==> config.mk <==
export PLATFORM = sky130hd
export DESIGN_NAME = acs_div_stage
export DESIGN_NICKNAME = d
export VERILOG_FILES = /design/src/rtl/acs_pkg.sv /design/src/rtl/acs_div_stage.sv
export SDC_FILE = /design/constraint.sdc
export NUM_CORES = 1
export LEC_CHECK = 0
export ABC_AREA = 1
export ABC_CLOCK_PERIOD_IN_PS = 21100
export BUFFER_PORTS_ARGS = -buffer_cell sky130_fd_sc_hd__buf_4
export CAP_MARGIN = 20
export CORE_UTILIZATION = 52
export CTS_BUF_LIST = sky130_fd_sc_hd__clkbuf_16
export DETAILED_ROUTE_END_ITERATION = 6
export PLACE_DENSITY = 0.87
export SYNTH_ARGS = -nofsm -noshare
export SYNTH_HDL_FRONTEND = slang
export SYNTH_SLANG_ARGS = --single-unit
==> constraint.sdc <==
create_clock -name clk -period 21.1 [get_ports clk]
set_input_delay 4.22 -clock clk [delete_from_list [all_inputs] [get_ports clk]]
set_output_delay 4.22 -clock clk [all_outputs]
set_load 0.05 [all_outputs]
==> src/rtl/acs_pkg.sv <==
// Shared types and constants for the ADC count scaler.
`default_nettype none
package acs_pkg;

  localparam int CFG_IDX_W    = 3;
  localparam int CFG_DATA_W   = 24;
  localparam int MAX_COUNT_W  = 24;
  localparam int VREF_W       = 16;
  localparam int RES_W        = 5;
  localparam int RANGE_W      = 24;
  localparam int DIFF_W       = RANGE_W + 1;
  localparam int MV_W         = 32;
  localparam int PCT_W        = 32;
  localparam int PROD_X_W     = MAX_COUNT_W + VREF_W + 1;
  localparam int PCT_FULL_Q8  = 25600;
  localparam int PCT_FULL_W   = 15;
  localparam int NUM_W        = RANGE_W + PCT_FULL_W;
  localparam int DIV_STEPS    = MV_W;

  localparam int DEF_COUNT_BITS    = 24;
  localparam int DEF_RESISTOR_BITS = 24;

  localparam logic [VREF_W-1:0]  RST_VREF  = 16'd3300;
  localparam logic [RES_W-1:0]   RST_RES   = 5'd12;
  localparam logic [RANGE_W-1:0] RST_PMIN  = 24'd0;
  localparam logic [RANGE_W-1:0] RST_PMAX  = 24'hFF_FFFF;

  typedef enum logic [1:0] {
    MODE_RAW = 2'd0,
    MODE_PCT = 2'd1,
    MODE_DIV = 2'd2
  } mode_t;

  typedef enum logic [CFG_IDX_W-1:0] {
    REG_MODE  = 3'd0,
    REG_VREF  = 3'd1,
    REG_RES   = 3'd2,
    REG_R1    = 3'd3,
    REG_R2    = 3'd4,
    REG_PMIN  = 3'd5,
    REG_PMAX  = 3'd6,
    REG_CLAMP = 3'd7
  } cfg_reg_t;

  typedef struct packed {
    mode_t                  mode;
    logic                   err;
    logic                   big;
    logic                   neg;
    logic                   ovf;
    logic [MV_W-1:0]        u;
    logic [MAX_COUNT_W-1:0] raw;
  } side_t;

endpackage
`default_nettype wire

==> src/rtl/acs_div_stage.sv <==
// One restoring division step with its pipeline register.
`default_nettype none
module acs_div_stage #(
  parameter int DW = 24
) (
  input  wire logic                     clk,
  input  wire logic                     rst_n,
  input  wire logic                     in_valid,
  output logic                          in_ready,
  input  wire logic [DW-1:0]            in_rem,
  input  wire logic [acs_pkg::MV_W-1:0] in_qlo,
  input  wire logic [DW-1:0]            in_dsr,
  input  wire acs_pkg::side_t           in_side,
  output logic                          out_valid,
  input  wire logic                     out_ready,
  output logic [DW-1:0]                 out_rem,
  output logic [acs_pkg::MV_W-1:0]      out_qlo,
  output logic [DW-1:0]                 out_dsr,
  output acs_pkg::side_t                out_side
);
  import acs_pkg::*;

  logic            v_r;
  logic            en;
  logic [DW:0]     t;
  logic [DW:0]     dif;
  logic            ge;
  logic [DW-1:0]   rem_r, rem_nxt;
  logic [MV_W-1:0] qlo_r, qlo_nxt;
  logic [DW-1:0]   dsr_r;
  side_t           side_r;

  assign en       = !v_r || out_ready;
  assign in_ready = en;

  always_comb begin
    t       = {in_rem, in_qlo[MV_W-1]};
    dif     = t - {1'b0, in_dsr};
    ge      = (t >= {1'b0, in_dsr});
    rem_nxt = ge ? dif[DW-1:0] : t[DW-1:0];
    qlo_nxt = {in_qlo[MV_W-2:0], ge};
  end

  always_ff @(posedge clk) begin
    if (!rst_n) begin
      v_r <= 1'b0;
    end else if (en) begin
      v_r <= in_valid;
    end
  end

  always_ff @(posedge clk) begin
    if (en && in_valid) begin
      rem_r  <= rem_nxt;
      qlo_r  <= qlo_nxt;
      dsr_r  <= in_dsr;
      side_r <= in_side;
    end
  end

  assign out_valid = v_r;
  assign out_rem   = rem_r;
  assign out_qlo   = qlo_r;
  assign out_dsr   = dsr_r;
  assign out_side  = side_r;

endmodule
`default_nettype wire

; Word level (Yosys, flattened, before mapping)
; Index checks and enable logic that the tools add are counted.
[word_totals]
ff_bits = 143
in_bits = 146
out_inout_bits = 144
word_cells = 17
[classes]
addsub = 1
order_cmp = 1
mux = 1
n_reduce_logical = 3
[ops]
columns = operator, count
row1 = >= comparator 25 x 24 -> 1 bit, 1
row2 = two-way mux 24 bit, 1
row3 = subtractor 24 bit, 1
row4 = logical AND 1 bit, 1
row5 = logical NOT 1 bit, 1
row6 = logical OR 1 bit, 1

; Depth between registers and ports, before layout
[depth]
ltp_word = 3
depth_mapped = 14
ltp_nobuf = 14

; Worst setup path after synthesis
; No wires, ideal clock.
[synth_path]
path_type = input port to flip-flop
from = in in_valid
to = reg dsr_r[0], in the netlist out_dsr[0], enable pin
setup_time_ns = 0.690
t_arrival_ns = 11.089
required_ns = 20.411
setup_slack_ns = 9.321
cell_stages = 2
path_buffers = 0
cell_sequence = inv_1 a21oi_1
[synth_between]
elab_chain_cells = 1
[synth_lines]
columns = item, line_no
row1 = from (decl), acs_div_stage.sv:8  ; input wire logic in_valid,
row2 = logical AND 1 bit, acs_div_stage.sv:53  ; if (en && in_valid) begin
row3 = to (signal assigned), acs_div_stage.sv:56  ; dsr_r <= in_dsr;
row4 = to (decl), acs_div_stage.sv:30  ; logic [DW-1:0] dsr_r;
; Every way passes these cells.
; A chain may end at the register's enable or synchronous reset.

; Worst setup path in the final report
[layout_path]
from = in out_ready
to = out in_ready
[layout_between]
elab_chain_cells = 1
[layout_lines]
columns = item, line_no
row1 = from (decl), acs_div_stage.sv:15  ; input wire logic out_ready,
row2 = logical OR 1 bit, acs_div_stage.sv:33  ; assign en = !v_r || out_ready;
row3 = to (decl), acs_div_stage.sv:9  ; output logic in_ready,
; Every way passes these cells.

==> impl_metrics.ini <==
[outcome]
outcome = complete, no violations

[die]
io_pins = 290
initial_core_util_pct = 54.4
core_region_area_um2 = 12200
die_x_um = 115
die_height_um = 115
die_area_um2 = 13200
num_rows = 40

[flow_run]
cap_violations = 0

[clock_tree]
clk_pin_slew_ps = 60
ctsResizeCount = 0
cts_buffers = 17
cts.path.max_buffers = 2
cts_sinks = 143
cts_tree = built
ctsHoldBuffers = 0
insertion_delay_ps = 410
h-tree-depth = 4
ctsRootBufferMaster = clkbuf_16
postCtsSetupBuffers = 0

[worst_setup_path]
end_kind = output pin
rr_startpoint = out_valid
crit_fanout = 2
critical_path_arrival_ps = 4740
cp-startpoint = out_ready
worstSetupStartpointType = input pin
crit_path_end = in_ready
reg2regPathDepth = 3
crit_type = in2out
r2r_setup_slack_ps = 18480
r2r_end = out_side[2]
crit_required_ps = 16880

[logic_synthesis]
ys_seq_area_share_pct = 64.5
synthAdderAreaFrac_pct = 4.82
synth_xor_area_share_pct = 1.45
muxShareOfSynthArea_pct = 0
synth_fp_nets = 801
avgSynthCellArea_um2 = 10.5
ys_types = 28
synth_compound_area_share_pct = 1.30
syn-cell-area_um2 = 6640
synth_seq_cells = 143
synth_top_family_by_area = simple AND/OR/NAND/NOR gates
synth-async-reset-ratio_pct = 0
syn_inst = 630
synthFlopType = edfxtp_1
synthSimpleGateAreaFrac_pct = 20.5
synth_edf_count = 142
synth_warnings = 0

[place]
place_hpwl_um = 15700
place.gp.congestion = 0.911
placement.io_buffers = 289
postPlaceCellArea_um2 = 9000
placed_cells = 1081

[finish]
syn_to_final_growth_pct = 44.1
drive_gt1_share_pct = 35.4
fin_area_um2 = 9570
n_antenna_cell = 0
mostFrequentLayoutCells = buf_4, nand2_1, edfxtp_1
nets = 1104
final_cells = 1114
nFillCells = 840
final_common_cell = buf_4

[grt]
overflow = 0
grt_max_degree = 73
antenna_found_initial = 1
grt_pass1_wl_um = 30700
grt_usage_pct = 32.3
grt_pass1_vias = 5574

[detailed_routing]
vias_per_cell = 5.08
avgRoutedWirePerCell_um = 18.9
drt_iter0_markers = 490
ant_nets = 0
remaining_drc_errors = 0
first_pass_iters = 5
routed_wl_um = 21000
vias = 5655

[sta]
tightest_slew_ps = 884
fin_crit_sh_pct = 42.5
skew_ps = 6.19
final_hold_viol_count = 0
hold_ws_ps = 638
tns_ps = 0
min_period_ps = 8960
maxSlewViolCount = 0
fmax_ghz = 0.112
setup_viol = 0
slew_headroom_pct = 41.1
rsz0062_at_grt = no

[power_and_ir_drop]
intPower_w = 0.000561
switching_share_pct = 31.0
power_frac_clock_pct = 34.0
leakage_nw = 4.69
pwr-share-comb_pct = 23.6
ir_drop_uv = 59.2
totalPowerFinal_w = 0.000812
power_density_nw_per_um2 = 84.9
p_seq_share_pct = 42.3
power.net_switching_w = 0.000252

[min_path]
hp-start = out_valid
hold_class = reg2reg
## critical path: stages
cell and delay [ps]:
buf_4 110, inv_1 100, nand2_1 100, buf_4 210
## metal layers
layer	global-route usage, %	part of all wire [%]	up-vias	routed length, um
met3	12.0	9.4	62	1970
met2	57.8	52	277	10900
li1	-	-	2674	-
met1	33.2	34	2640	7160
met4	16.1	4.6	2	969
met5	0	0.057	-	12
## layout make-up
class,instances,area [um^2],share of cell area [%]
Multi-Input combinational cell,362,1880,19.6
Sequential cell,143,4280,44.8
Inverter,117,439,4.59
Clock buffer,17,425,4.45
Clock inverter,15,121,1.27
Timing Repair Buffer,292,2210,23.1
Tap cell,168,210,2.20
## power by group through the flow
stage	logic [W]	registers, W	clock network (W)
after floorplan	0.0000551	0.000419	0
after global placement	0.000187	0.000348	0
after detailed placement	0.000190	0.000349	0
after CTS	0.000191	0.000344	0.000280
after global routing	0.000205	0.000345	0.000292
final	0.000192	0.000344	0.000276
## kinds of logic (layout without fill, tap and decap cells)
logic type | after synthesis | count (layout)
AOI/OAI and AO/OA | 14 | 14
xor gates and xnor gates | 11 | 11
adders and majority gates | 25 | 25
buffers and inverters | 125 | 441
DFF | 143 | 143
and+or+nand+nor | 312 | 312
## synth_stat cells (2+ instances only)
cell type	number	area [um^2]
nand2_1	215	807
edfxtp_1	142	4260
inv_1	114	428
nand4_1	30	188
nand3_1	27	135
nor2_1	27	101
ha_1	24	300
a21oi_1	11	55.1
xor2_1	10	87.6
buf_2	6	30.0
inv_2	3	11.3
buf_6	2	22.5
nand3_4	2	35.0
nor2_2	2	12.5
nor3_2	2	20.0
## worst min-delay path by stage
stage,slack [ps],depth (start not counted),endpoint
2_1_floorplan,1110,2,out_valid
3_3_place_gp,590,2,out_valid
3_5_place_dp,610,2,out_valid
4_1_cts,630,2,out_valid
5_1_grt,690,2,out_valid
6_report,640,2,out_valid
## registers in the layout (all words and copies together), names as in the netlist
signal and flops:
out_dsr 24, out_valid 1, out_qlo 32, out_rem 24
out_side 62
## metrics by stage
step | util, % | setup WS, ps
detailed placement | 73.7 | 12150
floorplan | - | 9320
finish | 78.4 | 12140
CTS | 78.1 | 12150
global placement | 73.7 | 12170
global route | 78.4 | 12110
(Power assumes the default switching activity.)
