File: config.mk
export PLATFORM = sky130hd
export DESIGN_NAME = acs_front
export DESIGN_NICKNAME = d
export VERILOG_FILES = /design/src/rtl/acs_pkg.sv /design/src/rtl/acs_front.sv
export SDC_FILE = /design/constraint.sdc
export NUM_CORES = 2
export LEC_CHECK = 0
export ABC_CLOCK_PERIOD_IN_PS = 13200
export BUFFER_PORTS_ARGS = -buffer_cell sky130_fd_sc_hd__buf_2
export CORE_MARGIN = 2
export CORE_UTILIZATION = 36
export CTS_BUF_LIST = sky130_fd_sc_hd__clkbuf_16
export DETAILED_ROUTE_END_ITERATION = 10
export PLACE_DENSITY = 0.49
export RECOVER_POWER = 50
export SLEW_MARGIN = 20
export SYNTH_ARGS = -nofsm -noshare
export SYNTH_HDL_FRONTEND = slang
export SYNTH_SLANG_ARGS = --single-unit
File: constraint.sdc
create_clock -name clk -period 13.2 [get_ports clk]
set_clock_uncertainty 0.1 [all_clocks]
set_input_delay 2.64 -clock clk [delete_from_list [all_inputs] [get_ports clk]]
set_output_delay 2.64 -clock clk [all_outputs]
set_load 0.05 [all_outputs]
File: src/rtl/acs_pkg.sv
// Shared types and constants for the ADC count scaler.
`default_nettype none
package acs_pkg;

  localparam int CFG_IDX_W    = 3;
  localparam int CFG_DATA_W   = 24;
  localparam int MAX_COUNT_W  = 24;
  localparam int VREF_W       = 16;
  localparam int RES_W        = 5;
  localparam int RANGE_W      = 24;
  localparam int DIFF_W       = RANGE_W + 1;
  localparam int MV_W         = 32;
  localparam int PCT_W        = 32;
  localparam int PROD_X_W     = MAX_COUNT_W + VREF_W + 1;
  localparam int PCT_FULL_Q8  = 25600;
  localparam int PCT_FULL_W   = 15;
  localparam int NUM_W        = RANGE_W + PCT_FULL_W;
  localparam int DIV_STEPS    = MV_W;

  localparam int DEF_COUNT_BITS    = 24;
  localparam int DEF_RESISTOR_BITS = 24;

  localparam logic [VREF_W-1:0]  RST_VREF  = 16'd3300;
  localparam logic [RES_W-1:0]   RST_RES   = 5'd12;
  localparam logic [RANGE_W-1:0] RST_PMIN  = 24'd0;
  localparam logic [RANGE_W-1:0] RST_PMAX  = 24'hFF_FFFF;

  typedef enum logic [1:0] {
    MODE_RAW = 2'd0,
    MODE_PCT = 2'd1,
    MODE_DIV = 2'd2
  } mode_t;

  typedef enum logic [CFG_IDX_W-1:0] {
    REG_MODE  = 3'd0,
    REG_VREF  = 3'd1,
    REG_RES   = 3'd2,
    REG_R1    = 3'd3,
    REG_R2    = 3'd4,
    REG_PMIN  = 3'd5,
    REG_PMAX  = 3'd6,
    REG_CLAMP = 3'd7
  } cfg_reg_t;

  typedef struct packed {
    mode_t                  mode;
    logic                   err;
    logic                   big;
    logic                   neg;
    logic                   ovf;
    logic [MV_W-1:0]        u;
    logic [MAX_COUNT_W-1:0] raw;
  } side_t;

endpackage
`default_nettype wire

File: src/rtl/acs_front.sv
// Front pipeline: products, range, divider operand set-up and overflow check.
`default_nettype none
module acs_front #(
  parameter int COUNT_BITS    = acs_pkg::DEF_COUNT_BITS,
  parameter int RESISTOR_BITS = acs_pkg::DEF_RESISTOR_BITS,
  parameter int DW            = 24
) (
  input  wire logic                         clk,
  input  wire logic                         rst_n,
  input  wire logic                         in_valid,
  output logic                              in_ready,
  input  wire logic [COUNT_BITS-1:0]        in_count,
  input  wire acs_pkg::mode_t               cfg_mode,
  input  wire logic [acs_pkg::VREF_W-1:0]   cfg_vref,
  input  wire logic [acs_pkg::RES_W-1:0]    cfg_res,
  input  wire logic [RESISTOR_BITS-1:0]     cfg_r1,
  input  wire logic [RESISTOR_BITS-1:0]     cfg_r2,
  input  wire logic [acs_pkg::RANGE_W-1:0]  cfg_pmin,
  input  wire logic [acs_pkg::RANGE_W-1:0]  cfg_pmax,
  output logic                              out_valid,
  input  wire logic                         out_ready,
  output logic [DW-1:0]                     out_rem,
  output logic [acs_pkg::MV_W-1:0]          out_qlo,
  output logic [DW-1:0]                     out_dsr,
  output acs_pkg::side_t                    out_side
);
  import acs_pkg::*;

  localparam int NW = MV_W + RESISTOR_BITS;

  logic en_a, en_b, en_c, en_d;

  // stage A
  logic                     a_v_r;
  side_t                    a_side_r, a_side_nxt;
  logic [PROD_X_W-1:0]      a_prod_r, a_prod_nxt;
  logic signed [DIFF_W-1:0] a_diff_r, a_diff_nxt;

  // stage B
  logic                     b_v_r;
  side_t                    b_side_r, b_side_nxt;
  logic [NUM_W-1:0]         b_num_r, b_num_nxt;
  logic [RANGE_W-1:0]       b_rmag_r, b_rmag_nxt;
  logic                     b_rzero_r, b_rzero_nxt;

  // stage C
  logic                     c_v_r;
  side_t                    c_side_r, c_side_nxt;
  logic [NW-1:0]            c_dvd_r, c_dvd_nxt;
  logic [DW-1:0]            c_dsr_r, c_dsr_nxt;

  // stage D
  logic                     d_v_r;
  side_t                    d_side_r, d_side_nxt;
  logic [DW-1:0]            d_rem_r, d_rem_nxt;
  logic [MV_W-1:0]          d_qlo_r, d_qlo_nxt;
  logic [DW-1:0]            d_dsr_r;

  logic [PROD_X_W-1:0]      shifted;
  logic [DIFF_W-1:0]        dmag;
  logic signed [DIFF_W-1:0] rng;
  logic [DIFF_W-1:0]        rmag;
  logic [DW-1:0]            hi;

  assign en_d     = !d_v_r || out_ready;
  assign en_c     = !c_v_r || en_d;
  assign en_b     = !b_v_r || en_c;
  assign en_a     = !a_v_r || en_b;
  assign in_ready = en_a;

  always_comb begin
    a_side_nxt      = '0;
    a_side_nxt.mode = cfg_mode;
    a_side_nxt.raw  = MAX_COUNT_W'(in_count);
    a_prod_nxt      = PROD_X_W'(in_count) * PROD_X_W'(cfg_vref);
    a_diff_nxt      = $signed({1'b0, MAX_COUNT_W'(in_count)}) - $signed({1'b0, cfg_pmin});
  end

  always_comb begin
    shifted        = a_prod_r >> cfg_res;
    b_side_nxt     = a_side_r;
    b_side_nxt.big = |shifted[PROD_X_W-1:MV_W];
    b_side_nxt.u   = shifted[MV_W-1:0];
    dmag           = a_diff_r[DIFF_W-1] ? DIFF_W'(-a_diff_r) : DIFF_W'(a_diff_r);
    rng            = $signed({1'b0, cfg_pmax}) - $signed({1'b0, cfg_pmin});
    rmag           = rng[DIFF_W-1] ? DIFF_W'(-rng) : DIFF_W'(rng);
    b_side_nxt.neg = a_diff_r[DIFF_W-1] ^ rng[DIFF_W-1];
    b_num_nxt      = NUM_W'(dmag[RANGE_W-1:0]) * NUM_W'(PCT_FULL_Q8);
    b_rmag_nxt     = rmag[RANGE_W-1:0];
    b_rzero_nxt    = (cfg_pmax == cfg_pmin);
  end

  always_comb begin
    c_side_nxt = b_side_r;
    case (b_side_r.mode)
      MODE_DIV: begin
        c_dvd_nxt      = NW'(b_side_r.u) * NW'(cfg_r1);
        c_dsr_nxt      = DW'(cfg_r2);
        c_side_nxt.err = (cfg_r2 == '0);
      end
      MODE_PCT: begin
        c_dvd_nxt      = NW'(b_num_r);
        c_dsr_nxt      = DW'(b_rmag_r);
        c_side_nxt.err = b_rzero_r;
      end
      default: begin
        c_dvd_nxt      = NW'(b_num_r);
        c_dsr_nxt      = DW'(b_rmag_r);
        c_side_nxt.err = 1'b0;
      end
    endcase
  end

  always_comb begin
    hi             = DW'(c_dvd_r[NW-1:MV_W]);
    d_side_nxt     = c_side_r;
    d_side_nxt.ovf = (hi >= c_dsr_r);
    d_rem_nxt      = hi;
    d_qlo_nxt      = c_dvd_r[MV_W-1:0];
  end

  always_ff @(posedge clk) begin
    if (!rst_n) begin
      a_v_r <= 1'b0;
      b_v_r <= 1'b0;
      c_v_r <= 1'b0;
      d_v_r <= 1'b0;
    end else begin
      if (en_a) a_v_r <= in_valid;
      if (en_b) b_v_r <= a_v_r;
      if (en_c) c_v_r <= b_v_r;
      if (en_d) d_v_r <= c_v_r;
    end
  end

  always_ff @(posedge clk) begin
    if (en_a && in_valid) begin
      a_side_r <= a_side_nxt;
      a_prod_r <= a_prod_nxt;
      a_diff_r <= a_diff_nxt;
    end
    if (en_b && a_v_r) begin
      b_side_r  <= b_side_nxt;
      b_num_r   <= b_num_nxt;
      b_rmag_r  <= b_rmag_nxt;
      b_rzero_r <= b_rzero_nxt;
    end
    if (en_c && b_v_r) begin
      c_side_r <= c_side_nxt;
      c_dvd_r  <= c_dvd_nxt;
      c_dsr_r  <= c_dsr_nxt;
    end
    if (en_d && c_v_r) begin
      d_side_r <= d_side_nxt;
      d_rem_r  <= d_rem_nxt;
      d_qlo_r  <= d_qlo_nxt;
      d_dsr_r  <= c_dsr_r;
    end
  end

  assign out_valid = d_v_r;
  assign out_rem   = d_rem_r;
  assign out_qlo   = d_qlo_r;
  assign out_dsr   = d_dsr_r;
  assign out_side  = d_side_r;

endmodule
`default_nettype wire

### Yosys cells after proc, flatten, opt, wreduce, memory -nomap -nowiden

Cells that the tools add are included.
Widths: inputs -> output; s select.

* flip-flop bits (word level): 492
* output and inout port bits: 144
* input bits: 147
* logic and storage cells: 68

* add/subtract/negate cells: 4
* equal/unequal tests: 3
* multipliers: 3
* shifts and indexed selects: 1
* bitwise gates (word level): 1
* $lt $le $gt $ge: 1
* reductions and logical operators: 14
* mux-type cells: 5

Operator list (number)
* $mux 24: 3
* $mul 32x24->56: 1
* $sub 24x24->25: 2
* $neg 24->24: 2
* $shr 40x5->41: 1
* $mul 24x16->40: 1
* $mux 39: 1
* $mul 24x5->29 const B: 1
* $eq 24x24->1: 1
* $ge 24x24->1: 1
* $logic_not 24->1: 1
* $reduce_or 9->1: 1
* $logic_and 1x1->1: 4
* $logic_not 1->1: 4
* $logic_or 1x1->1: 4
* $eq 2x1->1 const B: 1
* $eq 2x2->1 const B: 1
* $pmux 1 s2: 1
* $xor 1x1->1: 1

### Depth between registers and ports, before layout

* word-level depth: 6
* depth in mapped cells: 27
* mapped depth without buffers: 26

### Least setup slack after synthesis

OpenSTA, ideal clock, no wires.

* kind: in2reg
* from: input port out_ready
* to: register b_num_r[10], enable pin
* cell stages on the path: 3
* buffers on the path: 0
* arrival: 11.179 ns
* setup time: 0.760 ns
* path slack: 1.161 ns
* data required time: 12.340 ns
* cell sequence: nor2b_1 > and2_0 > a21boi_0

* word-level cells in the longest chain between the ends: 4

Ends and longest elaborated chain
* from (decl): RTL line acs_front.sv:21 `input wire logic out_ready,`
* $logic_or 1x1->1: RTL line acs_front.sv:65 `assign en_d = !d_v_r || out_ready;`
* $logic_or 1x1->1: RTL line acs_front.sv:66 `assign en_c = !c_v_r || en_d;`
* $logic_or 1x1->1: RTL line acs_front.sv:67 `assign en_b = !b_v_r || en_c;`
* $logic_and 1x1->1: RTL line acs_front.sv:142 `if (en_b && a_v_r) begin`
* to (signal assigned): RTL line acs_front.sv:144 `b_num_r <= b_num_nxt;`
* to (decl): RTL line acs_front.sv:42 `logic [NUM_W-1:0] b_num_r, b_num_nxt;`

Every way passes these cells.
A chain may end at the register's enable or synchronous reset.

### Final worst setup path

* from: input port cfg_r1[0]
* to: register c_dvd_r[54], data pin

* word-level cells in the longest chain between the ends: 1

Ends and longest elaborated chain
* from (decl): RTL line acs_front.sv:16 `input wire logic [RESISTOR_BITS-1:0] cfg_r1,`
* $mul 32x24->56: RTL line acs_front.sv:97 `c_dvd_nxt = NW'(b_side_r.u) * NW'(cfg_r1);`
* to (signal assigned): RTL line acs_front.sv:150 `c_dvd_r <= c_dvd_nxt;`
* to (decl): RTL line acs_front.sv:49 `logic [NW-1:0] c_dvd_r, c_dvd_nxt;`

Every way passes these cells.

==> impl_metrics.env <==
export IMPL_report_final_slew_viol_count=1256
export IMPL_grt_pass1_vias=44200
export IMPL_crit_fanout=32
export IMPL_outcome="finished, violations left"
export IMPL_gp_congestion=0.848
export IMPL_routed_wl_mm=175
export IMPL_fmax_ghz=0.0946
export IMPL_worstPathRequired_ns=13.52
export IMPL_post_cts_setup_buffers=0
export IMPL_synth_cell_type_count=81
export IMPL_io_pin_count=291
export IMPL_worst_hold_path_type="register to register"
export IMPL_max_stage_delay_ns=1.22
export IMPL_core_mm2=0.165
export IMPL_ys_ff_latch=492
export IMPL_grt_setup_unrepaired="false"
export IMPL_cts_made_buffers=61
export IMPL_synth_edf_count=488
export IMPL_insertion_delay_ns=0.68
export IMPL_portBuffers=290
export IMPL_clk_pin_slew_worst_paths_ns=0.06
export IMPL_nets=7552
export IMPL_synth_ff_type="edfxtp_1"
export IMPL_firstDrtPassIters=5
export IMPL_cpMostUsedCell="fa_1"
export IMPL_arrival_ns=10.89
export IMPL_cts_resized=0
export IMPL_clock_path_buffers=3
export IMPL_cts_tree="done"
export IMPL_grt_pass1_wl_mm=270
export IMPL_crit_slowest_cell="clkbuf_1"
export IMPL_worst_pin_slew_ns=7.47
export IMPL_dp_hpwl_mm=130
export IMPL_worstSetupPathType="input pin to register"
export IMPL_critical_path_top_delay_family="adder cells"
export IMPL_first_iter_violations=2309
export IMPL_synthArstFlopShare_pct=0
export IMPL_fillers=16500
export IMPL_antenna_found_initial=11
export IMPL_syn_avg_cell_area_um2=10.3
export IMPL_cts_hold_buf=0
export IMPL_layout_min_cycle_time_ns=10.57
export IMPL_drtAntennaViolNets=0
export IMPL_post_route_period_util_pct=80.1
export IMPL_start_kind="input pin"
export IMPL_seq_area_mm2=0.0147
export IMPL_wl_per_cell_um=21.3
export IMPL_htreeDepth=2
export IMPL_ff2ff_setup_slack_ns=3.76
export IMPL_fp_dieH_um=412
export IMPL_yosys_warnings=0
export IMPL_synthToLayoutAreaGrowth_pct=9.01
export IMPL_grt_use_total_pct=21.1
export IMPL_fp_row_count=149
export IMPL_viasPerCell=4.97
export IMPL_dr_total_vias=40800
export IMPL_path_buf_inv=6
export IMPL_ys_seq_area_share_pct=24.6
export IMPL_crit_path_end_kind="register"
export IMPL_fin_setup_tns_ns=0
export IMPL_multi_input_area_mm2=0.0399
export IMPL_drv_cap=45
export IMPL_syn_inst=5809
export IMPL_drc=0
export IMPL_cts_root_buf="clkbuf_16"
export IMPL_die_area_mm2=0.169
export IMPL_setup_viol=0
export IMPL_gr_total_overflow=0
export IMPL_syn_area_mm2=0.0598
export IMPL_slew_limit_headroom_pct=-398
export IMPL_layout_drive_gt1_share_pct=5.38
export IMPL_failed_checks="max-capacitance violations, max-slew violations"
export IMPL_synth_nets=7387
export IMPL_chipWidth_um=412
export IMPL_start_util_pct=36.3
export IMPL_finalHoldViolCount=0
export IMPL_clock_sinks=492
export IMPL_grt_max_degree=118
synthesized netlist by cell type (10+ instances only):
library cell     n  area (um^2)
o31ai_1         14          105
nand2_1        792         2970
mux4_2          24          541
and3_1          26          163
mux2_2          52          586
edfxtp_1       488        14700
nor3_1          25          125
or3_1           12         75.1
nor2_1         142          533
clkbuf_1       229          860
mux2i_1         39          390
and2_1         533         3330
o211ai_1        10         75.1
xor2_1          52          455
ha_1           446         5580
a211oi_1        15          113
nand3_1         33          165
nand2b_1        18          113
inv_1         1149         4310
o21bai_1        13         97.6
xnor2_1        135         1180
o21a_1          23          173
fa_1           985        19700
o21ai_0        104          521
a31oi_1         23          144
nor2b_1         21          131
a21oi_1        178          891
a21o_1          82          616
nor4_1          13         81.3
nand4_1         16          100
layout make-up:
class / count / area share, %
repair buffers: 342 / 2.29
inverters: 1151 / 6.62
clock inverters: 52 / 0.775
multi-input cells: 3926 / 61.2
well taps: 2189 / 4.20
flip-flops and latches: 492 / 22.6
clock buffers: 61 / 2.34
diodes: 3 / 0.0115
layout by cell type (no fill, tap or decap), types with 104 or more instances in the layout:
| cell type | Yosys | layout |
|---|---|---|
| a21oi_1 | 178 | 178 |
| nand2_1 | 792 | 792 |
| nor2_1 | 142 | 142 |
| inv_1 | 1149 | 1157 |
| xnor2_1 | 135 | 135 |
| and2_1 | 533 | 529 |
| edfxtp_1 | 488 | 488 |
| ha_1 | 446 | 445 |
| clkbuf_1 | 229 | 212 |
| buf_2 | 1 | 115 |
| fa_1 | 985 | 985 |
| o21ai_0 | 104 | 104 |
per-layer routing:
layer	global-route usage (%)	vias to the layer above	part of all wire, %	wire length, um
met3	2.56	251	4.6	8130
met2	37.5	946	51	88500
li1	-	18500	-	-
met4	6.29	0	3.3	5850
met5	0	-	0	0
met1	26.8	21100	41	72700
logic make-up after synthesis:
kind of cell,Yosys count,share of synthesized area (%)
adder cells (fa/ha/maj),1431,42.3
multiplexers,116,2.56
buffers and inverters,1391,8.76
AO/OA/AOI/OAI,537,5.67
AND/OR/NAND/NOR,1655,13.4
XOR/XNOR,187,2.74
flip-flops,492,24.6
final timing paths:
| check | from | endpoint | cells past startpoint |
|---|---|---|---|
| max | cfg_r1[0] | c_dvd_r[54]$_SDFFCE_PN0P_ | 26 |
| min | c_dvd_r[0]$_SDFFCE_PN0P_ | out_qlo[0]$_DFFE_PP_ | 0 |
| max reg2reg | b_side_r[31]$_DFFE_PP_ | c_dvd_r[55]$_SDFFCE_PN0P_ | 25 |
| min reg2reg | c_dvd_r[0]$_SDFFCE_PN0P_ | out_qlo[0]$_DFFE_PP_ | 0 |
per-stage QoR:
step	setup slack (ns)	util [%]	cell area (um^2)	instances	hold WS (ns)
floorplan	1.16	-	59800	5809	0.300
global placement	2.62	38.5	63600	8100	0.300
detailed placement	2.64	38.5	63600	8100	0.305
CTS	3.37	39.8	65600	8213	0.308
global route	1.96	39.5	65200	8213	0.322
finish	2.63	39.5	65200	8216	0.311
registers in the layout (all words and copies together) (netlist names), 25 cells and up:
signal	cells
c_side_r	61
b_num_r	29
a_side_r	26
out_qlo	32
c_dvd_r	56
a_prod_r	40
out_side	62
b_side_r	60
a_diff_r	25
Power is not shown: default switching activity piles up to over one toggle a cycle in this logic, so the estimate is an artifact.
