**src/rtl/acs_pkg.sv**
```systemverilog
// Shared types and constants for the ADC count scaler.
`default_nettype none
package acs_pkg;

  localparam int CFG_IDX_W    = 3;
  localparam int CFG_DATA_W   = 24;
  localparam int MAX_COUNT_W  = 24;
  localparam int VREF_W       = 16;
  localparam int RES_W        = 5;
  localparam int RANGE_W      = 24;
  localparam int DIFF_W       = RANGE_W + 1;
  localparam int MV_W         = 32;
  localparam int PCT_W        = 32;
  localparam int PROD_X_W     = MAX_COUNT_W + VREF_W + 1;
  localparam int PCT_FULL_Q8  = 25600;
  localparam int PCT_FULL_W   = 15;
  localparam int NUM_W        = RANGE_W + PCT_FULL_W;
  localparam int DIV_STEPS    = MV_W;

  localparam int DEF_COUNT_BITS    = 24;
  localparam int DEF_RESISTOR_BITS = 24;

  localparam logic [VREF_W-1:0]  RST_VREF  = 16'd3300;
  localparam logic [RES_W-1:0]   RST_RES   = 5'd12;
  localparam logic [RANGE_W-1:0] RST_PMIN  = 24'd0;
  localparam logic [RANGE_W-1:0] RST_PMAX  = 24'hFF_FFFF;

  typedef enum logic [1:0] {
    MODE_RAW = 2'd0,
    MODE_PCT = 2'd1,
    MODE_DIV = 2'd2
  } mode_t;

  typedef enum logic [CFG_IDX_W-1:0] {
    REG_MODE  = 3'd0,
    REG_VREF  = 3'd1,
    REG_RES   = 3'd2,
    REG_R1    = 3'd3,
    REG_R2    = 3'd4,
    REG_PMIN  = 3'd5,
    REG_PMAX  = 3'd6,
    REG_CLAMP = 3'd7
  } cfg_reg_t;

  typedef struct packed {
    mode_t                  mode;
    logic                   err;
    logic                   big;
    logic                   neg;
    logic                   ovf;
    logic [MV_W-1:0]        u;
    logic [MAX_COUNT_W-1:0] raw;
  } side_t;

endpackage
`default_nettype wire

```
**src/rtl/acs_post.sv**
```systemverilog
// Result stage: sum, saturation, clamp and output register.
`default_nettype none
module acs_post #(
  parameter int COUNT_BITS = acs_pkg::DEF_COUNT_BITS
) (
  input  wire logic                      clk,
  input  wire logic                      rst_n,
  input  wire logic                      in_valid,
  output logic                           in_ready,
  input  wire logic [acs_pkg::MV_W-1:0]  in_quot,
  input  wire acs_pkg::side_t            in_side,
  input  wire logic                      cfg_clamp,
  output logic                           out_valid,
  input  wire logic                      out_ready,
  output logic [COUNT_BITS-1:0]          out_count_echo,
  output logic [acs_pkg::MV_W-1:0]       out_millivolts,
  output logic signed [acs_pkg::PCT_W-1:0] out_percent_q8,
  output logic                           out_div_error
);
  import acs_pkg::*;

  localparam logic [PCT_W-1:0] PCT_POS_SAT = {1'b0, {(PCT_W-1){1'b1}}};
  localparam logic [PCT_W-1:0] PCT_NEG_SAT = {1'b1, {(PCT_W-1){1'b0}}};
  localparam logic [PCT_W-1:0] PCT_FULL    = PCT_W'(PCT_FULL_Q8);

  logic               v_r;
  logic               en;
  logic [MV_W:0]      total;
  logic               big31;
  logic [COUNT_BITS-1:0] raw_r;
  logic [MV_W-1:0]    mv_r, mv_nxt;
  logic [PCT_W-1:0]   pct_r, pct_nxt;
  logic               err_r;

  assign en       = !v_r || out_ready;
  assign in_ready = en;

  always_comb begin
    total   = {1'b0, in_side.u} + {1'b0, in_quot};
    big31   = in_side.ovf || in_quot[MV_W-1];
    mv_nxt  = '0;
    pct_nxt = '0;
    case (in_side.mode)
      MODE_DIV: begin
        if (in_side.err) begin
          mv_nxt = '0;
        end else if (in_side.big || in_side.ovf || total[MV_W]) begin
          mv_nxt = '1;
        end else begin
          mv_nxt = total[MV_W-1:0];
        end
      end
      MODE_PCT: begin
        if (in_side.err) begin
          pct_nxt = '0;
        end else if (cfg_clamp) begin
          if (in_side.neg) begin
            pct_nxt = '0;
          end else if (big31 || (in_quot > PCT_FULL)) begin
            pct_nxt = PCT_FULL;
          end else begin
            pct_nxt = in_quot;
          end
        end else if (in_side.neg) begin
          pct_nxt = big31 ? PCT_NEG_SAT : PCT_W'(-in_quot);
        end else begin
          pct_nxt = big31 ? PCT_POS_SAT : in_quot;
        end
      end
      default: begin
        mv_nxt  = '0;
        pct_nxt = '0;
      end
    endcase
  end

  always_ff @(posedge clk) begin
    if (!rst_n) begin
      v_r <= 1'b0;
    end else if (en) begin
      v_r <= in_valid;
    end
  end

  always_ff @(posedge clk) begin
    if (en && in_valid) begin
      raw_r <= in_side.raw[COUNT_BITS-1:0];
      mv_r  <= mv_nxt;
      pct_r <= pct_nxt;
      err_r <= in_side.err;
    end
  end

  assign out_valid      = v_r;
  assign out_count_echo = raw_r;
  assign out_millivolts = mv_r;
  assign out_percent_q8 = $signed(pct_r);
  assign out_div_error  = err_r;

endmodule
`default_nettype wire

```
**config.mk**
```make
export PLATFORM = sky130hd
export DESIGN_NAME = acs_post
export DESIGN_NICKNAME = d
export VERILOG_FILES = /design/src/rtl/acs_pkg.sv /design/src/rtl/acs_post.sv
export SDC_FILE = /design/constraint.sdc
export NUM_CORES = 1
export LEC_CHECK = 0
export BUFFER_PORTS_ARGS = -buffer_cell sky130_fd_sc_hd__buf_2
export CAP_MARGIN = 5
export CORE_ASPECT_RATIO = 1.75
export CORE_UTILIZATION = 56
export CTS_BUF_LIST = sky130_fd_sc_hd__clkbuf_8 sky130_fd_sc_hd__clkbuf_16
export CTS_CLUSTER_DIAMETER = 60
export DETAILED_ROUTE_END_ITERATION = 6
export PLACE_DENSITY = 0.84
export SLEW_MARGIN = 30
export SYNTH_ARGS = -nofsm -noshare
export SYNTH_HDL_FRONTEND = slang
export SYNTH_SLANG_ARGS = --single-unit
```
**constraint.sdc**
```tcl
create_clock -name clk -period 8.5 [get_ports clk]
set_input_delay 1.7 -clock clk [delete_from_list [all_inputs] [get_ports clk]]
set_output_delay 1.7 -clock clk [all_outputs]
set_load 0.03 [all_outputs]
```
After elaboration in Yosys (flattened, before gate mapping)
Cells that the tools add are included.

Bits in read-only memories: 0. Logic and storage cells: 28. Memories: 0. Register bits: 90. Latch bits: 0. RAM bits: 0.

Shifts and indexed selects: 0. Divide/modulo/power cells: 0. $lt $le $gt $ge: 1. Muxes and demuxes: 7. Multipliers: 0. Add/sub/neg operators: 2. Bitwise gates (word level): 2. Reductions and logical operators: 9. Equal/unequal tests: 2.

Operators by type and width (count): 32-bit two-way mux (7); 32-bit by 32-bit adder with 33-bit output (1); 32-bit by 15-bit > comparator with 1-bit output (second input constant) (1); 32-bit negation (1); 1-bit logical OR (5); 2-bit OR reduction (2); 2-bit by 1-bit equality test with 1-bit output (second input constant) (1); 2-bit equality test (second input constant) (1); 1-bit NOT (2); 1-bit logical AND (1); 1-bit logical NOT (1).

Depth between registers and ports, before layout
Gate-level depths: netlist of run 1.

Word-level depth: 5. Mapped depth: 11. Gate-level depth less buffers: 10.

Worst setup path before layout of run 1
Ideal clock, no wire load.

Kind: input -> register. Start point: in out_ready. End point: reg raw_r[0], in the netlist out_count_echo[0], enable pin. Data arrival time: 4.144 ns. Library setup time: 0.457 ns. Required time: 8.043 ns. Path buffers: 0. Cell stages on the path: 2. Setup slack: 3.899 ns. Cells stage by stage: nand2b_1 -> and2_1.

Cells in the longest elaborated chain, start to end: 2.

RTL lines: from (decl) (RTL line acs_post.sv:14) `input wire logic out_ready,`; 1-bit logical OR (RTL line acs_post.sv:35) `assign en = !v_r || out_ready;`; 1-bit logical AND (RTL line acs_post.sv:86) `if (en && in_valid) begin`; to (signal assigned) (RTL line acs_post.sv:87) `raw_r <= in_side.raw[COUNT_BITS-1:0];`; to (decl) (RTL line acs_post.sv:30) `logic [COUNT_BITS-1:0] raw_r;`.

No other way between the ends. A chain may end at the register's enable or synchronous reset.

Worst setup path in the final report of run 1
Start point: in in_quot[0] (netlist bit). End point: reg mv_r[13], in the netlist out_millivolts[13] (data pin).

Cells in the longest elaborated chain, start to end: 3.

RTL lines: from (decl) (RTL line acs_post.sv:10) `input wire logic [acs_pkg::MV_W-1:0] in_quot,`; 32-bit by 32-bit adder with 33-bit output (*) (RTL line acs_post.sv:39) `total = {1'b0, in_side.u} + {1'b0, in_quot};`; 1-bit logical OR (RTL line acs_post.sv:47) `end else if (in_side.big || in_side.ovf || total[MV_W]) begin`; 32-bit two-way mux (*) (RTL line acs_post.sv:47); to (signal assigned) (RTL line acs_post.sv:88) `mv_r <= mv_nxt;`; to (decl) (RTL line acs_post.sv:31) `logic [MV_W-1:0] mv_r, mv_nxt;`.

Mark *: on every way between the ends. The rest lies on a longest branch, timed or not.

==> results of run 1 <==
## cell type report
type	instances	area [µm²]	share of cell area [%]
clock buffers	9	225	3.15
inverters	15	56.3	0.786
multi-input cells	451	2990	41.8
repair buffers	191	965	13.5
well taps	127	159	2.22
clock inverters	7	68.8	0.961
flip-flops and latches	90	2690	37.6
## synth_stat cells (3+ instances only)
library cell  instances
xnor2_1              32
ha_1                 33
nor2_1               76
o21bai_1              6
clkbuf_1             24
o41ai_1               3
mux2i_1               6
inv_1                15
o31ai_2               3
nor3_1                8
a211oi_1              5
a22o_1               10
xor2_1               10
nor2b_1               6
nand3_1              15
or3_1                 6
o22ai_1              11
a21oi_1              75
nand2b_1              4
a21o_1               10
nor3b_1               7
a31oi_1               7
edfxtp_1             89
o21a_1                4
nand2_1              33
o21ai_0              26
nand4_1               3
buf_2                 4
a21boi_0              4
## power by group through the flow
stage	clock (µW)	combinational, µW	sequential [µW]
final	394	324	524
after detailed placement	0	318	534
after CTS	396	321	524
after global placement	0	311	534
after floorplan	0	157	591
after global routing	411	347	526
## through the flow
stage	power (µW)	utilization, %	hold WS [ps]
3_5_place_dp	852	67.4	547
3_3_place_gp	845	67.4	505
6_report	1240	70.4	557
5_1_grt	1280	70.4	617
2_1_floorplan	748	-	885
4_1_cts	1240	70.3	558
## layer usage
layer | vias to the layer above | track usage, %
li1 | 2547 | -
met1 | 2495 | 30.9
met2 | 277 | 60.2
met3 | 65 | 5.33
met4 | 0 | 17.1
met5 | - | 0
## cell families (layout without fill, tap and decap cells)
| kind of cell | count (synthesis) | count (layout) | synth area share (%) |
|---|---|---|---|
| XOR/XNOR | 42 | 42 | 6.30 |
| multiplexers | 6 | 6 | 1.03 |
| AND/OR/NAND/NOR | 178 | 178 | 15.0 |
| adder cells (fa/ha/maj) | 34 | 34 | 7.41 |
| flip-flops | 90 | 90 | 46.1 |
| AO/OA/AOI/OAI | 191 | 191 | 21.3 |
| buffers and inverters | 43 | 222 | 2.85 |
## flip-flops by register name, summed over array words and instances (netlist names)
name / count
out_millivolts: 32
out_percent_q8: 32
out_valid: 1
out_count_echo: 24
out_div_error: 1
## worst reg2reg max path: stages, from the launching register on
cell      delay [ps]
dfxtp_1          310
nand2b_1         110
and2_4           150
buf_6            580
## path summary, 6_finish.rpt
| check | from | endpoint | cells after the start |
|---|---|---|---|
| worst max-delay path | in_quot[0] | out_millivolts[13] | 11 |
| worst max register to register | out_valid | out_millivolts[16] | 3 |
| worst min register to register | out_valid | out_valid | 2 |
| worst min-delay path | out_valid | out_valid | 2 |
==> run_summary.xml, run 1 <==
<?xml version="1.0" encoding="UTF-8"?>
<metrics>
  <group name="outcome">
    <metric name="status" unit="">finished clean</metric>
  </group>
  <group name="global_route">
    <metric name="first_global_vias" unit="">5157</metric>
    <metric name="grt.total_usage" unit="%">31.3</metric>
    <metric name="grt_start_max_net_pins" unit="">90</metric>
    <metric name="antenna_found_initial" unit="">0</metric>
    <metric name="global_route.overflow_total" unit="">0</metric>
    <metric name="wire_length_of_the_first_global_routing_pass" unit="µm">25400</metric>
  </group>
  <group name="worst_setup_path">
    <metric name="critical-path-slowest-cell" unit="">a211oi_1</metric>
    <metric name="timing.critical_path.cells" unit="">buf_2, ha_1, fa_1, a21oi_1, o21ai_0, a211oi_1, o21ai_0, a21oi_1, o21ai_0, a21boi_4, a21oi_1</metric>
    <metric name="setup.worst_path.class" unit="">in -&gt; reg</metric>
    <metric name="cpLargestDelayFamily" unit="">compound AO/OA/AOI/OAI gates</metric>
    <metric name="worst-r2r-setup-slack" unit="ps">6900</metric>
    <metric name="timing.critical_path.arrival" unit="ps">5190</metric>
    <metric name="cp.buffers_inverters" unit="">1</metric>
    <metric name="critical_path.startpoint_type" unit="">input pin</metric>
    <metric name="nature_of_the_critical_path_endpoint" unit="">flip-flop</metric>
    <metric name="worstPathMaxFanout" unit="">31</metric>
    <metric name="data_required_time_at_the_worst_endpoint" unit="ps">8560</metric>
    <metric name="critPathMaxStageDelay" unit="ps">670</metric>
  </group>
  <group name="synthesis">
    <metric name="synth-edff-count" unit="">89</metric>
    <metric name="async_flop_share" unit="%">0</metric>
    <metric name="syn_area_per_cell" unit="µm²">10.0</metric>
    <metric name="postSynthNetCount" unit="">717</metric>
    <metric name="dominantRegCellSynth" unit="">edfxtp_1</metric>
    <metric name="synth.ff_latch_count" unit="">90</metric>
    <metric name="synth_unique_cells" unit="">68</metric>
    <metric name="synth_top_area_share" unit="%">45.8</metric>
    <metric name="synthTopCellsByArea" unit="">edfxtp_1, ha_1, a21oi_1</metric>
    <metric name="netlist_instances" unit="">584</metric>
    <metric name="yosysSeqAreaShare" unit="%">46.1</metric>
    <metric name="biggest_area_consumer_among_synthesized_cells" unit="">edfxtp_1</metric>
    <metric name="synthesis.yosys.warnings" unit="">0</metric>
    <metric name="synthesis.area" unit="µm²">5840</metric>
  </group>
  <group name="routing">
    <metric name="met2_wirelength" unit="µm">9330</metric>
    <metric name="wl_met3" unit="µm">1100</metric>
    <metric name="detail_route.vias_per_cell" unit="">6.05</metric>
    <metric name="drc_errors" unit="">0</metric>
    <metric name="route.detailed.wl_per_inst" unit="µm">19.1</metric>
    <metric name="drt-total-wl" unit="µm">17000</metric>
    <metric name="top_layer_used" unit="">met4</metric>
    <metric name="route.antenna.remaining_nets" unit="">0</metric>
    <metric name="drt-pass1-iter-count" unit="">7</metric>
    <metric name="drt_iter0_markers" unit="">311</metric>
    <metric name="vias" unit="">5384</metric>
    <metric name="met1_wire_length" unit="µm">5730</metric>
  </group>
  <group name="timing">
    <metric name="period_utilisation_layout" unit="%">60.3</metric>
    <metric name="setup-violations-final" unit="">0</metric>
    <metric name="rsz_0062_raised_after_global_routing" unit="">no</metric>
    <metric name="fin_tns_setup" unit="ps">0</metric>
    <metric name="worst_slew_margin_rel" unit="%">41.4</metric>
    <metric name="fin_skew" unit="ps">7.76</metric>
    <metric name="final_hold_viol_count" unit="">0</metric>
    <metric name="period_minus_ws_final" unit="ps">5130</metric>
    <metric name="timing.fmax" unit="MHz">195</metric>
    <metric name="tightestPinTransition" unit="ps">876</metric>
    <metric name="post-route-worst-setup-slack" unit="ps">3370</metric>
    <metric name="report.final.slew_viol_count" unit="">0</metric>
  </group>
  <group name="floorplanning">
    <metric name="die_h" unit="µm">137</metric>
    <metric name="number_of_i_o_pins" unit="">190</metric>
    <metric name="starting_density_of_the_core" unit="%">57.4</metric>
    <metric name="coreArea" unit="µm²">10200</metric>
    <metric name="die_area" unit="µm²">10900</metric>
    <metric name="fp-row-count" unit="">49</metric>
    <metric name="die_w" unit="µm">79.2</metric>
  </group>
  <group name="placed_design">
    <metric name="dpl_worst_slack" unit="ps">3180</metric>
    <metric name="area_of_placed_instances" unit="µm²">6860</metric>
    <metric name="gpl.final_weighted_congestion" unit="">0.923</metric>
    <metric name="io_buffer_count" unit="">189</metric>
    <metric name="place.detailed.instances" unit="">874</metric>
    <metric name="detailedPlacementHpwl" unit="µm">12900</metric>
  </group>
  <group name="clocking">
    <metric name="clk_transition_reported_paths" unit="ps">70</metric>
    <metric name="post-cts-setup-buffers" unit="">0</metric>
    <metric name="root_buffer" unit="">clkbuf_16</metric>
    <metric name="clock_tree.htree_level_count" unit="">3</metric>
    <metric name="cts_max_path_buffers" unit="">2</metric>
    <metric name="cts_tree" unit="">done</metric>
    <metric name="tritoncts_num_sinks" unit="">90</metric>
    <metric name="clk-insertion-delay-late" unit="ps">350</metric>
    <metric name="ctsHoldBuffers" unit="">0</metric>
    <metric name="cts_resized" unit="">0</metric>
    <metric name="cts_buffers" unit="">9</metric>
  </group>
  <group name="final_layout">
    <metric name="num_antenna_cells" unit="">0</metric>
    <metric name="finalNetCount" unit="">891</metric>
    <metric name="drive_above_1_share" unit="%">29.5</metric>
    <metric name="areaGrowthSynthToFinish" unit="%">22.6</metric>
    <metric name="mostFrequentLayoutCells" unit="">buf_2, edfxtp_1, nor2_1</metric>
    <metric name="nFillCells" unit="">806</metric>
    <metric name="design_area" unit="µm²">7160</metric>
    <metric name="stdcell_count" unit="">890</metric>
    <metric name="layout_commonest_cell" unit="">buf_2</metric>
  </group>
  <group name="hold_path">
    <metric name="hold_class" unit="">reg -&gt; reg</metric>
  </group>
  <group name="flow_run">
    <metric name="cap_violations" unit="">0</metric>
  </group>
  <group name="power_and_ir_drop">
    <metric name="vdd.ir_drop.worst" unit="mV">0.119</metric>
    <metric name="net-switching-power" unit="µW">406</metric>
    <metric name="power.sequential.fraction" unit="%">42.2</metric>
    <metric name="leakage" unit="µW">0.00307</metric>
    <metric name="power_frac_comb" unit="%">26.1</metric>
    <metric name="power.internal" unit="µW">836</metric>
    <metric name="swShare" unit="%">32.7</metric>
    <metric name="part_of_the_total_power_dissipated_in_the_clock_network" unit="%">31.7</metric>
    <metric name="power-per-cell-area" unit="nW/µm²">173</metric>
  </group>
</metrics>
(Power assumes the default switching activity.)
==> run 2, diff against run 1 <==
--- a/config.mk
+++ b/config.mk
@@ -8,11 +8,11 @@
 export BUFFER_PORTS_ARGS = -buffer_cell sky130_fd_sc_hd__buf_2
 export CAP_MARGIN = 5
 export CORE_ASPECT_RATIO = 1.75
-export CORE_UTILIZATION = 56
+export CORE_UTILIZATION = 52
 export CTS_BUF_LIST = sky130_fd_sc_hd__clkbuf_8 sky130_fd_sc_hd__clkbuf_16
 export CTS_CLUSTER_DIAMETER = 60
 export DETAILED_ROUTE_END_ITERATION = 6
-export PLACE_DENSITY = 0.84
+export PLACE_DENSITY = 0.79
 export SLEW_MARGIN = 30
 export SYNTH_ARGS = -nofsm -noshare
 export SYNTH_HDL_FRONTEND = slang
==> constraint.sdc (replaced) <==
create_clock -name clk -period 5 [get_ports clk]
set_input_delay 1 -clock clk [delete_from_list [all_inputs] [get_ports clk]]
set_output_delay 1 -clock clk [all_outputs]
set_load 0.03 [all_outputs]
==> run_summary.xml, run 2 (same netlist as run 1, synthesis figures left out) <==
<?xml version="1.0" encoding="UTF-8"?>
<metrics>
  <group name="placed_design">
    <metric name="io_buffer_count" unit="">189</metric>
    <metric name="area_of_placed_instances" unit="µm²">6870</metric>
    <metric name="gpl.final_weighted_congestion" unit="">0.910</metric>
    <metric name="detailedPlacementHpwl" unit="µm">12600</metric>
  </group>
  <group name="floorplanning">
    <metric name="die_w" unit="µm">82.1</metric>
    <metric name="die_h" unit="µm">142</metric>
    <metric name="fp-row-count" unit="">50</metric>
    <metric name="number_of_i_o_pins" unit="">190</metric>
    <metric name="starting_density_of_the_core" unit="%">54.0</metric>
    <metric name="die_area" unit="µm²">11700</metric>
    <metric name="coreArea" unit="µm²">10800</metric>
  </group>
  <group name="timing">
    <metric name="setup-violations-final" unit="">0</metric>
    <metric name="period_minus_ws_final" unit="ps">4160</metric>
    <metric name="worst_slew_margin_rel" unit="%">40.6</metric>
    <metric name="tightestPinTransition" unit="ps">887</metric>
    <metric name="timing.fmax" unit="MHz">240</metric>
    <metric name="fin_skew" unit="ps">5.77</metric>
    <metric name="report.final.slew_viol_count" unit="">0</metric>
    <metric name="period_utilisation_layout" unit="%">83.2</metric>
    <metric name="final_hold_viol_count" unit="">0</metric>
    <metric name="rsz_0062_raised_after_global_routing" unit="">no</metric>
    <metric name="fin_tns_setup" unit="ps">0</metric>
  </group>
  <group name="clocking">
    <metric name="ctsHoldBuffers" unit="">0</metric>
    <metric name="cts_tree" unit="">done</metric>
    <metric name="cts_max_path_buffers" unit="">2</metric>
    <metric name="cts_buffers" unit="">9</metric>
    <metric name="post-cts-setup-buffers" unit="">0</metric>
    <metric name="root_buffer" unit="">clkbuf_16</metric>
    <metric name="clk_transition_reported_paths" unit="ps">70</metric>
    <metric name="clock_tree.htree_level_count" unit="">3</metric>
    <metric name="clk-insertion-delay-late" unit="ps">340</metric>
    <metric name="cts_resized" unit="">0</metric>
    <metric name="tritoncts_num_sinks" unit="">90</metric>
  </group>
  <group name="worst_setup_path">
    <metric name="reg2reg_to" unit="">out_millivolts[23]</metric>
    <metric name="timing.critical_path.arrival" unit="ps">4220</metric>
    <metric name="nature_of_the_critical_path_endpoint" unit="">flip-flop</metric>
    <metric name="setup.worst_path.class" unit="">in -&gt; reg</metric>
    <metric name="worst_r2r_path_depth" unit="">3</metric>
    <metric name="data_required_time_at_the_worst_endpoint" unit="ps">5060</metric>
    <metric name="worstPathMaxFanout" unit="">31</metric>
    <metric name="critical_path.startpoint_type" unit="">input pin</metric>
    <metric name="source_of_the_worst_register_to_register_timing_path" unit="">out_valid</metric>
    <metric name="worst-r2r-setup-slack" unit="ps">3020</metric>
  </group>
  <group name="global_route">
    <metric name="first_global_vias" unit="">5209</metric>
    <metric name="global_route.overflow_total" unit="">0</metric>
    <metric name="wire_length_of_the_first_global_routing_pass" unit="µm">25100</metric>
    <metric name="antenna_found_initial" unit="">0</metric>
    <metric name="grt_start_max_net_pins" unit="">59</metric>
    <metric name="grt.total_usage" unit="%">28.4</metric>
  </group>
  <group name="flow_run">
    <metric name="cap_violations" unit="">0</metric>
  </group>
  <group name="routing">
    <metric name="drt-total-wl" unit="µm">16300</metric>
    <metric name="vias" unit="">5324</metric>
    <metric name="drt-pass1-iter-count" unit="">5</metric>
    <metric name="route.antenna.remaining_nets" unit="">0</metric>
    <metric name="drt_iter0_markers" unit="">251</metric>
    <metric name="drc_errors" unit="">0</metric>
    <metric name="route.detailed.wl_per_inst" unit="µm">18.2</metric>
    <metric name="detail_route.vias_per_cell" unit="">5.96</metric>
  </group>
  <group name="hold_path">
    <metric name="launch_instance_of_the_worst_min_delay_path" unit="">out_valid</metric>
    <metric name="worstHoldPathCells" unit="">2</metric>
    <metric name="hold_class" unit="">reg -&gt; reg</metric>
    <metric name="worstHoldEndpoint" unit="">out_valid</metric>
  </group>
  <group name="power_and_ir_drop">
    <metric name="p_total" unit="µW">2190</metric>
    <metric name="vdd.ir_drop.worst" unit="mV">0.233</metric>
    <metric name="power-per-cell-area" unit="nW/µm²">305</metric>
    <metric name="leakage" unit="µW">0.00309</metric>
  </group>
  <group name="final_layout">
    <metric name="mostFrequentLayoutCells" unit="">buf_2, edfxtp_1, nor2_1</metric>
    <metric name="drive_above_1_share" unit="%">29.6</metric>
    <metric name="design_area" unit="µm²">7200</metric>
    <metric name="areaGrowthSynthToFinish" unit="%">23.3</metric>
    <metric name="num_antenna_cells" unit="">0</metric>
    <metric name="finalNetCount" unit="">892</metric>
    <metric name="postLayoutCoreUtil" unit="%">66.5</metric>
    <metric name="nFillCells" unit="">892</metric>
    <metric name="layout_commonest_cell" unit="">buf_2</metric>
  </group>
  <group name="outcome">
    <metric name="status" unit="">finished clean</metric>
  </group>
</metrics>
-- run 2: cell count changes in the layout (fill, tap and decap cells not counted) --
cell / previous run / this run
bufinv_16: 0 / 2
clkinvlp_4: 0 / 1
inv_6: 1 / 2
a21boi_2: 0 / 1
inv_8: 3 / 2
a21boi_4: 1 / 0
buf_6: 1 / 0
clkinv_4: 3 / 0
buf_4: 1 / 3
-- run 2: routing by layer --
metal / GRT usage [%] / up-vias / share of wire (%)
met3: 6.47 / 46 / 7.8
met2: 52.5 / 263 / 54
met5: 0 / - / 0
met4: 14.1 / 0 / 4.0
met1: 28.5 / 2465 / 34
li1: - / 2550 / -
-- run 2: how the worst max path moves through the flow --
stage                           from                 end  cells past startpoint
after global routing      in_quot[0]  out_millivolts[22]                     12
final                     in_quot[0]   out_millivolts[0]                     12
after detailed placement  in_quot[0]   out_millivolts[0]                     12
after floorplan            out_ready   out_count_echo[0]                      2
after global placement    in_quot[0]   out_millivolts[0]                     12
after CTS                 in_quot[0]   out_millivolts[0]                     12
-- run 2: power breakdown --
| group | leakage (µW) | switching (µW) | internal [µW] |
|---|---|---|---|
| Sequential | 0.000887 | 10.3 | 880 |
| Clock | 0.000160 | 312 | 449 |
| Combinational | 0.00204 | 354 | 188 |
| Total | 0.00309 | 677 | 1520 |
-- run 2: metrics by stage --
| stage | worst slack (ps) | hold WS [ps] | cells |
|---|---|---|---|
| 6_report | 840 | 582 | 894 |
| 5_1_grt | 611 | 629 | 894 |
| 4_1_cts | 918 | 590 | 894 |
| 3_5_place_dp | 589 | 580 | 878 |
| 3_3_place_gp | 741 | 508 | 878 |
| 2_1_floorplan | 1100 | 885 | 584 |
-- run 2: cell type report --
class / count / area (µm²) / area share [%]
flip-flops and latches: 90 / 2690 / 37.4
multi-input cells: 451 / 2990 / 41.5
clock buffers: 9 / 225 / 3.13
repair buffers: 192 / 968 / 13.5
clock inverters: 7 / 108 / 1.49
well taps: 130 / 163 / 2.26
inverters: 15 / 56.3 / 0.782
-- run 2: worst max-delay path, stage by stage --
cell      delay [ps]
buf_2            150
ha_1             250
fa_1             410
a21oi_1          220
o21ai_0          170
a211oi_1         590
o21ai_0          210
a21oi_1          380
o21ai_0          190
a21boi_2         180
buf_4            320
a21oi_1          130
==> run 3, diff against run 2 <==
--- a/config.mk
+++ b/config.mk
@@ -5,14 +5,15 @@
 export SDC_FILE = /design/constraint.sdc
 export NUM_CORES = 1
 export LEC_CHECK = 0
+export ABC_AREA = 1
 export BUFFER_PORTS_ARGS = -buffer_cell sky130_fd_sc_hd__buf_2
 export CAP_MARGIN = 5
 export CORE_ASPECT_RATIO = 1.75
-export CORE_UTILIZATION = 52
+export CORE_UTILIZATION = 49
 export CTS_BUF_LIST = sky130_fd_sc_hd__clkbuf_8 sky130_fd_sc_hd__clkbuf_16
 export CTS_CLUSTER_DIAMETER = 60
 export DETAILED_ROUTE_END_ITERATION = 6
-export PLACE_DENSITY = 0.79
+export PLACE_DENSITY = 0.75
 export SLEW_MARGIN = 30
 export SYNTH_ARGS = -nofsm -noshare
 export SYNTH_HDL_FRONTEND = slang
==> constraint.sdc (replaced) <==
create_clock -name clk -period 3.49 [get_ports clk]
set_input_delay 0.698 -clock clk [delete_from_list [all_inputs] [get_ports clk]]
set_output_delay 0.698 -clock clk [all_outputs]
set_load 0.03 [all_outputs]
==> run_summary.xml, run 3 <==
<?xml version="1.0" encoding="UTF-8"?>
<metrics>
  <group name="clocking">
    <metric name="post-cts-setup-buffers" unit="">0</metric>
    <metric name="clk_transition_reported_paths" unit="ps">80</metric>
    <metric name="root_buffer" unit="">clkbuf_16</metric>
    <metric name="clock_tree.htree_level_count" unit="">3</metric>
    <metric name="cts_max_path_buffers" unit="">2</metric>
    <metric name="cts_buffers" unit="">9</metric>
    <metric name="cts_tree" unit="">done</metric>
    <metric name="tritoncts_num_sinks" unit="">90</metric>
    <metric name="cts_resized" unit="">0</metric>
    <metric name="ctsHoldBuffers" unit="">0</metric>
    <metric name="clk-insertion-delay-late" unit="ps">350</metric>
  </group>
  <group name="timing">
    <metric name="fin_tns_setup" unit="ps">0</metric>
    <metric name="rsz_0062_raised_after_global_routing" unit="">no</metric>
    <metric name="period_utilisation_layout" unit="%">72.6</metric>
    <metric name="final_hold_viol_count" unit="">0</metric>
    <metric name="report.final.slew_viol_count" unit="">0</metric>
    <metric name="period_minus_ws_final" unit="ps">2540</metric>
    <metric name="setup-violations-final" unit="">0</metric>
    <metric name="fin_skew" unit="ps">16.3</metric>
    <metric name="worst_slew_margin_rel" unit="%">64.2</metric>
    <metric name="tightestPinTransition" unit="ps">536</metric>
    <metric name="timing.fmax" unit="MHz">394</metric>
  </group>
  <group name="synthesis">
    <metric name="synth_unique_cells" unit="">46</metric>
    <metric name="dominantRegCellSynth" unit="">edfxtp_1</metric>
    <metric name="async_flop_share" unit="%">0</metric>
    <metric name="biggest_area_consumer_among_synthesized_cells" unit="">edfxtp_1</metric>
    <metric name="yosysSeqAreaShare" unit="%">37.8</metric>
    <metric name="synthTopCellsByArea" unit="">edfxtp_1, nand2_1, inv_1</metric>
    <metric name="synthesis.area" unit="µm²">7120</metric>
    <metric name="synth_most_common_cell" unit="">nand2_1</metric>
    <metric name="netlist_instances" unit="">1017</metric>
    <metric name="synth-edff-count" unit="">89</metric>
    <metric name="syn_area_per_cell" unit="µm²">7.00</metric>
    <metric name="synthesis.yosys.warnings" unit="">0</metric>
    <metric name="synth.ff_latch_count" unit="">90</metric>
    <metric name="postSynthNetCount" unit="">1150</metric>
    <metric name="synth_top_area_share" unit="%">37.6</metric>
    <metric name="yosys-top-cells-count" unit="">nand2_1, inv_1, nor2_1</metric>
  </group>
  <group name="power_and_ir_drop">
    <metric name="power-per-cell-area" unit="nW/µm²">373</metric>
    <metric name="vdd.ir_drop.worst" unit="mV">0.266</metric>
    <metric name="leakage" unit="µW">0.00440</metric>
    <metric name="p_total" unit="µW">3210</metric>
  </group>
  <group name="global_route">
    <metric name="antenna_found_initial" unit="">0</metric>
    <metric name="global_route.overflow_total" unit="">0</metric>
    <metric name="wire_length_of_the_first_global_routing_pass" unit="µm">34900</metric>
    <metric name="first_global_vias" unit="">6924</metric>
    <metric name="grt.total_usage" unit="%">30.9</metric>
    <metric name="grt_start_max_net_pins" unit="">90</metric>
  </group>
  <group name="worst_setup_path">
    <metric name="crit_path_end" unit="">out_millivolts[29]</metric>
    <metric name="reg2reg_to" unit="">out_millivolts[23]</metric>
    <metric name="data_required_time_at_the_worst_endpoint" unit="ps">3580</metric>
    <metric name="setup.worst_path.class" unit="">in -&gt; reg</metric>
    <metric name="timing.critical_path.arrival" unit="ps">2620</metric>
    <metric name="nature_of_the_critical_path_endpoint" unit="">flip-flop</metric>
    <metric name="worst_r2r_path_depth" unit="">2</metric>
    <metric name="startpoint" unit="">in_quot[0]</metric>
    <metric name="worstPathMaxFanout" unit="">29</metric>
    <metric name="critical_path.startpoint_type" unit="">input pin</metric>
    <metric name="source_of_the_worst_register_to_register_timing_path" unit="">out_valid</metric>
    <metric name="worst-r2r-setup-slack" unit="ps">2160</metric>
  </group>
  <group name="hold_path">
    <metric name="hold_class" unit="">in -&gt; reg</metric>
    <metric name="launch_instance_of_the_worst_min_delay_path" unit="">in_side[6]</metric>
  </group>
  <group name="final_layout">
    <metric name="postLayoutCoreUtil" unit="%">61.2</metric>
    <metric name="mostFrequentLayoutCells" unit="">nand2_1, buf_2, inv_1</metric>
    <metric name="areaGrowthSynthToFinish" unit="%">20.9</metric>
    <metric name="num_antenna_cells" unit="">0</metric>
    <metric name="finalNetCount" unit="">1343</metric>
    <metric name="drive_above_1_share" unit="%">20.9</metric>
    <metric name="layout_commonest_cell" unit="">nand2_1</metric>
    <metric name="stdcell_count" unit="">1392</metric>
  </group>
  <group name="routing">
    <metric name="route.detailed.wl_per_inst" unit="µm">16.4</metric>
    <metric name="detail_route.vias_per_cell" unit="">5.24</metric>
    <metric name="drc_errors" unit="">0</metric>
    <metric name="vias" unit="">7289</metric>
    <metric name="drt-total-wl" unit="µm">22800</metric>
    <metric name="drt-pass1-iter-count" unit="">6</metric>
    <metric name="route.antenna.remaining_nets" unit="">0</metric>
    <metric name="drt_iter0_markers" unit="">432</metric>
  </group>
  <group name="floorplanning">
    <metric name="die_w" unit="µm">93.1</metric>
    <metric name="die_area" unit="µm²">15000</metric>
    <metric name="die_h" unit="µm">161</metric>
    <metric name="coreArea" unit="µm²">14000</metric>
    <metric name="number_of_i_o_pins" unit="">190</metric>
    <metric name="starting_density_of_the_core" unit="%">50.6</metric>
    <metric name="fp-row-count" unit="">57</metric>
  </group>
  <group name="placed_design">
    <metric name="place.detailed.instances" unit="">1376</metric>
    <metric name="detailedPlacementHpwl" unit="µm">18900</metric>
    <metric name="gpl.final_weighted_congestion" unit="">0.983</metric>
    <metric name="io_buffer_count" unit="">189</metric>
  </group>
  <group name="outcome">
    <metric name="status" unit="">finished clean</metric>
  </group>
  <group name="flow_run">
    <metric name="cap_violations" unit="">0</metric>
  </group>
</metrics>
[run 3: changes by cell type in the layout (fill, tap and decap cells not counted), sizes merged, moves of 9 or more]
cell,change
a21oi,-13
xnor2,-18
a21o,-9
nand4,+16
o22ai,-10
nand2,+306
a22o,-10
inv,+160
nor2,+41
nand3,+49
[run 3: kinds of logic after synthesis]
logic type / count (synthesis) / synth area share (%)
AO/OA/AOI/OAI: 100 / 8.28
XOR/XNOR: 18 / 2.22
adder cells (fa/ha/maj): 34 / 6.08
buffers and inverters: 196 / 10.8
flip-flops: 90 / 37.8
AND/OR/NAND/NOR: 579 / 34.8
[run 3: through the flow]
stage               cell area (µm²)  setup slack, ps  hold slack [ps]
floorplan                      7130              797              797
global placement               8300              676              534
detailed placement             8300              564              557
CTS                            8600              942              516
global route                   8600              754              514
finish                         8600              955              515
[run 3: final cells by class]
| type | count | area, µm² |
|---|---|---|
| fillers | 1362 | 5450 |
| multi-input cells | 731 | 3670 |
| flip-flops and latches | 90 | 2690 |
| repair buffers | 200 | 1050 |
| inverters | 178 | 668 |
| clock buffers | 9 | 225 |
| well taps | 177 | 221 |
| clock inverters | 7 | 71.3 |
[run 3: layer usage]
layer	global-route usage (%)	wire length, µm	share of wire [%]	vias up
met5	0	0	0	-
met4	19.2	1340	5.9	0
met1	31.2	7940	35	3308
met3	3.48	1050	4.6	71
met2	58.7	12500	55	273
li1	-	-	-	3637
[run 3: critical path: stages]
cell and delay, ps:
buf_2 120, ha_1 240, fa_1 450, nand3_1 130
nand3_2 120, nand2_1 100, nand2_2 70, nand2_2 70
nand2_2 60, nand2_2 60, nand3_2 100, inv_2 100
buf_12 200, a21oi_1 100
[run 3: power breakdown]
| group | internal [µW] | switching [µW] | total (µW) |
|---|---|---|---|
| Combinational | 291 | 667 | 958 |
| Clock | 503 | 471 | 974 |
| Sequential | 1260 | 16.8 | 1280 |
| Total | 2050 | 1150 | 3210 |
[run 3: worst min-delay path by stage]
stage	endpoint	slack (ps)	depth (start not counted)
2_1_floorplan	out_count_echo[0]	800	0
3_3_place_gp	out_valid	530	2
5_1_grt	out_count_echo[6]	510	1
3_5_place_dp	out_valid	560	2
6_report	out_count_echo[6]	510	1
4_1_cts	out_count_echo[6]	520	1
